<file path="src/hw/rtl/sha1_pkg.sv">
// Shared types and constants for the SHA-1 digest unit.
`default_nettype none
package sha1_pkg;
    localparam logic [31:0] IV0 = 32'h67452301;
    localparam logic [31:0] IV1 = 32'hEFCDAB89;
    localparam logic [31:0] IV2 = 32'h98BADCFE;
    localparam logic [31:0] IV3 = 32'h10325476;
    localparam logic [31:0] IV4 = 32'hC3D2E1F0;
    localparam logic [31:0] K0 = 32'h5A827999;
    localparam logic [31:0] K1 = 32'h6ED9EBA1;
    localparam logic [31:0] K2 = 32'h8F1BBCDC;
    localparam logic [31:0] K3 = 32'hCA62C1D6;
    localparam logic [7:0] PAD_BYTE = 8'h80;
    localparam int LENGTH_FIELD_BITS = 64;
    localparam int QDEPTH = 4;

    typedef struct packed {
        logic [7:0] data;
        logic flush;     // this byte closes the message; emit the digest after it
    } qbeat_t;

    typedef enum logic [2:0] {
        ST_IDLE,
        ST_ROUND,
        ST_ADD,
        ST_EMIT
    } back_state_t;

    typedef enum logic [1:0] {
        FS_TAKE,
        FS_PAD,
        FS_LEN
    } front_state_t;
endpackage
`default_nettype wire

</file>
<file path="src/hw/rtl/sha1_message_digest_unit.sv">
// SHA-1 digest unit top level: front end, beat queue and compression core.
// Takes one message byte per beat; the last byte carries final_byte. Bytes
// flow through a four-entry queue to the core, which takes one byte per cycle
// and then holds off while it runs the 80 rounds and the add step of each
// 64-byte block. After the final byte the front end generates the padding
// and length bytes itself (9 to 72 bytes, which may spill into a second
// block), after which the core emits the digest. The five digest words
// leave as five beats with word_index 0 to 4 and last_word on the fifth.
`default_nettype none
module sha1_message_digest_unit
    import sha1_pkg::*;
(
    input  wire logic        clk,
    input  wire logic        rst_n,
    input  wire logic        in_valid,
    output logic             in_stall,
    input  wire logic [7:0]  data_byte,
    input  wire logic        final_byte,
    output logic             out_valid,
    input  wire logic        out_stall,
    output logic [31:0]      digest_word,
    output logic [2:0]       word_index,
    output logic             last_word
);
    logic fq_valid, fq_stall, qc_valid, qc_stall;
    qbeat_t fq_beat, qc_beat;

    sha1_front u_front (
        .clk, .rst_n, .valid(in_valid), .stall(in_stall), .data_byte, .final_byte,
        .q_valid(fq_valid), .q_beat(fq_beat), .q_stall(fq_stall)
    );
    sha1_queue u_queue (
        .clk, .rst_n, .in_valid(fq_valid), .in_beat(fq_beat), .in_stall(fq_stall),
        .out_valid(qc_valid), .out_beat(qc_beat), .out_stall(qc_stall)
    );
    sha1_core u_core (
        .clk, .rst_n, .q_valid(qc_valid), .q_beat(qc_beat), .q_stall(qc_stall),
        .valid(out_valid), .stall(out_stall), .digest_word, .word_index, .last_word
    );

    a_last_on_four: assert property (@(posedge clk) disable iff (!rst_n)
        out_valid |-> (last_word == (word_index == 3'd4)))
        else $error("last_word does not match word_index");
    a_index_steps: assert property (@(posedge clk) disable iff (!rst_n)
        (out_valid && !out_stall && !last_word) |=> (out_valid &&
        word_index == $past(word_index) + 3'd1))
        else $error("digest words not delivered in order");
    a_index_range: assert property (@(posedge clk) disable iff (!rst_n)
        out_valid |-> (word_index <= 3'd4))
        else $error("word_index out of range");
endmodule
`default_nettype wire

</file>
<file path="src/hw/rtl/sha1_front.sv">
// Front end: takes message bytes and generates padding and length bytes.
`default_nettype none
module sha1_front
    import sha1_pkg::*;
(
    input  wire logic        clk,
    input  wire logic        rst_n,
    input  wire logic        valid,
    output logic             stall,
    input  wire logic [7:0]  data_byte,
    input  wire logic        final_byte,
    output logic             q_valid,
    output qbeat_t           q_beat,
    input  wire logic        q_stall
);
    front_state_t state_reg, state_next;
    logic [63:0] bits_reg, bits_next;
    logic [5:0] pos_reg, pos_next;
    logic [2:0] lenidx_reg, lenidx_next;
    logic [63:0] len;
    logic push;

    assign len = (LENGTH_FIELD_BITS == 64) ? bits_reg
               : (bits_reg & ((64'd1 << LENGTH_FIELD_BITS) - 64'd1));

    always_comb
    begin
        stall = (state_reg != FS_TAKE) || q_stall;
        q_valid = (state_reg == FS_TAKE) ? valid : 1'b1;
        q_beat.flush = 1'b0;
        unique case (state_reg)
            FS_TAKE: q_beat.data = data_byte;
            FS_PAD:  q_beat.data = 8'h00;
            FS_LEN:
            begin
                q_beat.data = len[8'(7 - lenidx_reg) * 8 +: 8];
                q_beat.flush = (lenidx_reg == 3'd7);
            end
            default: q_beat.data = 8'h00;
        endcase
        if (state_reg == FS_PAD && bits_reg[1])
            q_beat.data = PAD_BYTE;
    end

    // bits_reg[1] marks that the 0x80 byte is still owed (bit count is a multiple of 8).
    always_comb
    begin
        push = q_valid && !q_stall;
        state_next = state_reg;
        bits_next = bits_reg;
        pos_next = push ? pos_reg + 6'd1 : pos_reg;
        lenidx_next = lenidx_reg;
        unique case (state_reg)
            FS_TAKE:
                if (push)
                begin
                    bits_next = bits_reg + 64'd8;
                    if (final_byte)
                    begin
                        state_next = FS_PAD;
                        bits_next[1] = 1'b1;
                    end
                end
            FS_PAD:
                if (push)
                begin
                    bits_next[1] = 1'b0;
                    if (pos_reg == 6'd55)
                        state_next = FS_LEN;
                end
            FS_LEN:
                if (push)
                begin
                    lenidx_next = lenidx_reg + 3'd1;
                    if (lenidx_reg == 3'd7)
                    begin
                        state_next = FS_TAKE;
                        bits_next = '0;
                    end
                end
            default: state_next = FS_TAKE;
        endcase
    end

    always_ff @(posedge clk or negedge rst_n)
    begin
        if (!rst_n)
        begin
            state_reg <= FS_TAKE;
            bits_reg <= '0;
            pos_reg <= '0;
            lenidx_reg <= '0;
        end
        else
        begin
            state_reg <= state_next;
            bits_reg <= bits_next;
            pos_reg <= pos_next;
            lenidx_reg <= lenidx_next;
        end
    end
endmodule
`default_nettype wire

</file>
<file path="src/hw/rtl/sha1_queue.sv">
// Short FIFO between the front end and the compression core.
`default_nettype none
module sha1_queue
    import sha1_pkg::*;
(
    input  wire logic   clk,
    input  wire logic   rst_n,
    input  wire logic   in_valid,
    input  wire qbeat_t in_beat,
    output logic        in_stall,
    output logic        out_valid,
    output qbeat_t      out_beat,
    input  wire logic   out_stall
);
    localparam int AW = $clog2(QDEPTH);
    qbeat_t mem_reg [QDEPTH];
    logic [AW-1:0] wp_reg, rp_reg;
    logic [AW:0] cnt_reg;
    logic wr, rd;

    assign in_stall = (cnt_reg == (AW+1)'(QDEPTH));
    assign out_valid = (cnt_reg != '0);
    assign out_beat = mem_reg[rp_reg];
    assign wr = in_valid && !in_stall;
    assign rd = out_valid && !out_stall;

    always_ff @(posedge clk)
    begin
        if (wr)
            mem_reg[wp_reg] <= in_beat;
    end

    always_ff @(posedge clk or negedge rst_n)
    begin
        if (!rst_n)
        begin
            wp_reg <= '0;
            rp_reg <= '0;
            cnt_reg <= '0;
        end
        else
        begin
            if (wr)
                wp_reg <= wp_reg + AW'(1);
            if (rd)
                rp_reg <= rp_reg + AW'(1);
            cnt_reg <= cnt_reg + (AW+1)'(wr) - (AW+1)'(rd);
        end
    end
endmodule
`default_nettype wire

</file>
<file path="src/hw/rtl/sha1_core.sv">
// Back end: packs bytes into words, runs 80 rounds per block, emits the digest.
`default_nettype none
module sha1_core
    import sha1_pkg::*;
(
    input  wire logic        clk,
    input  wire logic        rst_n,
    input  wire logic        q_valid,
    input  wire qbeat_t      q_beat,
    output logic             q_stall,
    output logic             valid,
    input  wire logic        stall,
    output logic [31:0]      digest_word,
    output logic [2:0]       word_index,
    output logic             last_word
);
    back_state_t state_reg, state_next;
    logic [31:0] w_reg [16];
    logic [31:0] h_reg [5];
    logic [31:0] a_reg, b_reg, c_reg, d_reg, e_reg;
    logic [5:0] pos_reg;
    logic [6:0] rnd_reg;
    logic [2:0] idx_reg;
    logic flush_reg;
    logic take, rnd_last;
    logic [31:0] wt, f, k, tmp;

    assign take = q_valid && (state_reg == ST_IDLE);
    assign q_stall = (state_reg != ST_IDLE);
    assign rnd_last = (rnd_reg == 7'd79);
    assign valid = (state_reg == ST_EMIT);
    assign digest_word = h_reg[idx_reg];
    assign word_index = idx_reg;
    assign last_word = (idx_reg == 3'd4);

    always_comb
    begin
        logic [31:0] x;
        x = w_reg[13] ^ w_reg[8] ^ w_reg[2] ^ w_reg[0];
        wt = (rnd_reg < 7'd16) ? w_reg[0] : {x[30:0], x[31]};
        priority if (rnd_reg < 7'd20)
        begin
            f = (b_reg & c_reg) | (~b_reg & d_reg);
            k = K0;
        end
        else if (rnd_reg < 7'd40)
        begin
            f = b_reg ^ c_reg ^ d_reg;
            k = K1;
        end
        else if (rnd_reg < 7'd60)
        begin
            f = (b_reg & c_reg) | (b_reg & d_reg) | (c_reg & d_reg);
            k = K2;
        end
        else
        begin
            f = b_reg ^ c_reg ^ d_reg;
            k = K3;
        end
        tmp = {a_reg[26:0], a_reg[31:27]} + f + e_reg + k + wt;
    end

    always_comb
    begin
        state_next = state_reg;
        unique case (state_reg)
            ST_IDLE:
                if (take && pos_reg == 6'd63)
                    state_next = ST_ROUND;
            ST_ROUND:
                if (rnd_last)
                    state_next = ST_ADD;
            ST_ADD:
                state_next = flush_reg ? ST_EMIT : ST_IDLE;
            ST_EMIT:
                if (!stall && idx_reg == 3'd4)
                    state_next = ST_IDLE;
            default: state_next = ST_IDLE;
        endcase
    end

    // The 16 schedule words shift through w_reg; the word in use sits at index 0.
    // A finished word moves down when the first byte of the next one arrives.
    always_ff @(posedge clk)
    begin
        if (take)
        begin
            if (pos_reg[1:0] == 2'd0)
                w_reg[15] <= {q_beat.data, 24'h0};
            else
                w_reg[15][8'(3 - pos_reg[1:0]) * 8 +: 8] <= q_beat.data;
            if (pos_reg[1:0] == 2'd0 && pos_reg != 6'd0)
            begin
                for (int i = 0; i < 15; i++)
                    w_reg[i] <= w_reg[i+1];
            end
        end
        if (state_reg == ST_ROUND)
        begin
            for (int i = 0; i < 15; i++)
                w_reg[i] <= w_reg[i+1];
            w_reg[15] <= wt;
        end
        if (take && pos_reg == 6'd63)
        begin
            a_reg <= h_reg[0];
            b_reg <= h_reg[1];
            c_reg <= h_reg[2];
            d_reg <= h_reg[3];
            e_reg <= h_reg[4];
        end
        else if (state_reg == ST_ROUND)
        begin
            a_reg <= tmp;
            b_reg <= a_reg;
            c_reg <= {b_reg[1:0], b_reg[31:2]};
            d_reg <= c_reg;
            e_reg <= d_reg;
        end
    end

    always_ff @(posedge clk or negedge rst_n)
    begin
        if (!rst_n)
        begin
            state_reg <= ST_IDLE;
            h_reg[0] <= IV0;
            h_reg[1] <= IV1;
            h_reg[2] <= IV2;
            h_reg[3] <= IV3;
            h_reg[4] <= IV4;
            pos_reg <= '0;
            rnd_reg <= '0;
            idx_reg <= '0;
            flush_reg <= 1'b0;
        end
        else
        begin
            state_reg <= state_next;
            if (take)
            begin
                pos_reg <= pos_reg + 6'd1;
                flush_reg <= q_beat.flush;
            end
            if (state_reg == ST_ROUND)
                rnd_reg <= rnd_last ? 7'd0 : rnd_reg + 7'd1;
            if (state_reg == ST_ADD)
            begin
                h_reg[0] <= h_reg[0] + a_reg;
                h_reg[1] <= h_reg[1] + b_reg;
                h_reg[2] <= h_reg[2] + c_reg;
                h_reg[3] <= h_reg[3] + d_reg;
                h_reg[4] <= h_reg[4] + e_reg;
            end
            if (state_reg == ST_EMIT && !stall)
            begin
                if (idx_reg == 3'd4)
                begin
                    idx_reg <= '0;
                    h_reg[0] <= IV0;
                    h_reg[1] <= IV1;
                    h_reg[2] <= IV2;
                    h_reg[3] <= IV3;
                    h_reg[4] <= IV4;
                end
                else
                    idx_reg <= idx_reg + 3'd1;
            end
        end
    end
endmodule
`default_nettype wire
</file>
<file path="config.mk">
export PLATFORM = sky130hd
export DESIGN_NAME = sha1_message_digest_unit
export DESIGN_NICKNAME = d
export VERILOG_FILES = /design/src/hw/rtl/sha1_pkg.sv /design/src/hw/rtl/sha1_message_digest_unit.sv /design/src/hw/rtl/sha1_front.sv /design/src/hw/rtl/sha1_queue.sv /design/src/hw/rtl/sha1_core.sv
export SDC_FILE = /design/constraint.sdc
export NUM_CORES = 2
export LEC_CHECK = 0
export ABC_AREA = 1
export BUFFER_PORTS_ARGS = -buffer_cell sky130_fd_sc_hd__buf_4
export CAP_MARGIN = 20
export CELL_PAD_IN_SITES_DETAIL_PLACEMENT = 2
export CELL_PAD_IN_SITES_GLOBAL_PLACEMENT = 2
export CORE_AREA = 5 5 394 396
export DETAILED_ROUTE_END_ITERATION = 8
export DIE_AREA = 0 0 399 401
export PLACE_DENSITY = 0.75
export SLEW_MARGIN = 0
export SYNTH_ARGS = -nofsm -noshare
export SYNTH_HDL_FRONTEND = slang
export SYNTH_SLANG_ARGS = --single-unit
</file>
<file path="constraint.sdc">
create_clock -name clk -period 26.7 [get_ports clk]
set_input_delay 4.005 -clock clk [delete_from_list [all_inputs] [get_ports clk]]
set_output_delay 4.005 -clock clk [all_outputs]
set_load 0.05 [all_outputs]
</file>
==> reports/results.ini <==
[critical_path]
crit_type=flip-flop to output pin
required_ps=22690
cp-end-kind=output pin
cpMostUsedCell=buf_4
crit_chain=clkinv_1 > nand3_1 > buf_4 > o21ai_0 > buf_4
cp-start-kind=flip-flop
crit_cells=5
crit_buf_inv=3
cp_top_family=buffers and inverters
slowest_delay_ps=830
cp.arrival_ps=3460
reg2reg_depth=23
crit_slowest_cell=clkinv_1
path_max_fanout=45

[logic_synthesis]
muxShareOfSynthArea_pct=0.0203
syn_nets=6511
synth_cell_types=53
syn_inst=6131
synth_compound_area_share_pct=13.3
synth-simple-area-share_pct=17.3
yosysWarnings=0
synthAdderAreaFrac_pct=9.97
ys_seq_area_share_pct=50.2
syn-cell-area_um2=55500
ys_ff_latch=967
ys.flop_type=edfxtp_1
synth.avg_cell_area_um2=9.05
synthXorXnorAreaFrac_pct=2.32
synth-edff-count=708
synth_top_family_by_area=simple AND/OR/NAND/NOR gates
async_reset_ff_share_pct=26.8

[floorplan]
fp.dieArea_um2=160000
io_pins=51
fp.dieW_um=399
dieHeight_um=401
coreArea_um2=151000
start_util_pct=36.7
rows=143

[finish]
nets=6561
n_fill_cell=16500
drive_gt1_share_pct=6.58
finalInstanceArea_um2=62100
largest_register_ffs=512
area_growth_pct=12.0

[timing]
fin_crit_ps=7460
finalHoldViolations=0
fmax_mhz=134
skew_ps=61.2
setup_viol=0
finalSetupTns_ps=0
report.final.slew_viol_count=0
post-route-period-util_pct=27.9
hold_slack_ps=373
slew_headroom_pct=9.56
worst_pin_slew_ps=1340
rsz0062_at_grt=no

[flow_run]
drv_cap=0

[clock_network]
cts.hold.buffers_added=0
cts_buffers=112
cts_buffer_depth=3
numClockSinks=967
clock_latency_ps=780
post_cts_resized=0
ctsHtreeMaxLevel=3
postCtsSetupBuffers=0
cts_root_buf=clkbuf_16
cts_tree=done
cts.reportedPaths.clkPinSlew_ps=60

[placement]
gp_congestion=0.939
post_dp_cell_area_um2=58100
dp_hpwl_um=193000
portBuffers=50

[drt]
drc=0
vias=48700
wire_per_inst_um=31.1
drt_pass1_iterations=6
drtIter0Drc=4579
drt-total-wl_um=258000
avgViaCountPerCell=5.86
ant_nets=0

[status]
status=finished, final reports clean

[global_routing]
grt_pass1_wl_um=369000
grt_antenna_before_repair=16
grt_pass1_vias=52000
grt_max_degree=196
grt-ovfl-total=0
grtUsageTotal_pct=31.5

[min_path]
min_path_cells=0
hold_class=flip-flop to flip-flop

cell type report:
| class | instances | area, µm² | share of cell area, % |
|---|---|---|---|
| Clock inverter | 61 | 853 | 1.37 |
| Timing Repair Buffer | 104 | 873 | 1.41 |
| Clock buffer | 146 | 3010 | 4.85 |
| Antenna cell | 5 | 12.5 | 0.0201 |
| Sequential cell | 967 | 27800 | 44.8 |
| Inverter | 837 | 3150 | 5.07 |
| Tap cell | 2030 | 2540 | 4.09 |
| Multi-Input combinational cell | 4159 | 23800 | 38.4 |
worst register-to-register path, cell delays in order, from the launching register on:
cell     delay (ps)
dfrtp_1         480
o21ai_1         140
nand2_1         360
nand3_2         110
buf_4           290
nand2_1         260
buf_4           420
o22ai_1         140
a21oi_1         530
fa_1            570
fa_1            580
inv_1           100
fa_1            520
inv_1            70
ha_1            390
a21oi_1         330
nor2_1          130
nor2_1          260
inv_1            70
o21ai_0         190
nand3_1         150
or2_2           300
nand3_1         100
o21ai_1          90
cells in the mapped netlist, drive strengths merged, types with 9 or more instances:
library cell  number  area (µm²)
ha               242        3030
edfxtp           708       21300
o31ai             15         113
dfrtp            179        4480
nand2           1266        4760
clkbuf           121         454
o221ai            26         228
nor3              77         408
xnor2            114         998
o211ai            63         473
o21a              19         143
a21oi            532        2670
nand4             84         532
a31oi              9        56.3
fa               125        2500
xor2              33         289
o21ai            558        2790
nor2             497        1890
a21o              24         180
dfstp             80        2100
o22ai             25         156
buf               47         240
inv              830        3120
o21bai            29         218
nand3            325        1650
nand3b            14         105
or2               22         138
a211oi             9        67.6
a21boi            21         158
stage by stage:
stage | utilization (%) | std cells | worst slack (ps)
2_1_floorplan | - | 6131 | 967
3_3_place_gp | 38.5 | 8092 | 20120
3_5_place_dp | 38.5 | 8092 | 20060
4_1_cts | 41.0 | 8299 | 19230
5_1_grt | 41.1 | 8305 | 19040
6_report | 41.1 | 8309 | 19240
cell usage in the layout, fill, tap and decap left out, types with 63 or more instances in the layout:
master,synthesis,routed
dfstp_2,80,80
a21oi_1,531,530
xnor2_1,114,114
buf_4,0,96
clkbuf_16,0,112
edfxtp_1,708,708
nor2_1,491,489
nand2_1,1262,1260
ha_1,242,242
dfrtp_1,179,178
o211ai_1,63,63
nand4_1,83,83
fa_1,125,125
nand3_1,321,321
inv_1,822,820
o21ai_0,508,508
nor3_1,75,74
logic make-up after synthesis:
kind of cell / Yosys count
simple gates: 2301
fa+ha+maj: 367
compound gates: 1343
xor+xnor: 147
flops: 967
buf+inv: 1005
mux: 1
path summary, 6_finish.rpt:
path	from	endpoint	slack, ps
setup / recovery	u_core.word_index[0]	digest_word[31]	19240
hold / removal	u_core.w_reg[3][55]	u_core.w_reg[3][23]	370
setup reg to reg	u_core.rnd_reg[5]	u_core.a_reg[20]	19820
hold reg to reg	u_core.w_reg[3][55]	u_core.w_reg[3][23]	370
max in group asynchronous	rst_n	u_core.h_reg[73]	21410
min in group asynchronous	rst_n	u_core.h_reg[113]	3200
routing by layer:
layer / vias to the layer above / part of all wire [%] / global-route usage (%) / routed length (µm)
met5: - / 0.023 / 0 / 60
met4: 8 / 6.0 / 15.8 / 15500
met3: 635 / 7.7 / 6.32 / 20000
met2: 1989 / 46 / 50.9 / 119000
met1: 25200 / 40 / 40.3 / 104000
li1: 20800 / - / - / -
Power is left out: the tool's default activity adds up to more than one toggle a clock period on the data nets, which glitch-free logic cannot reach.
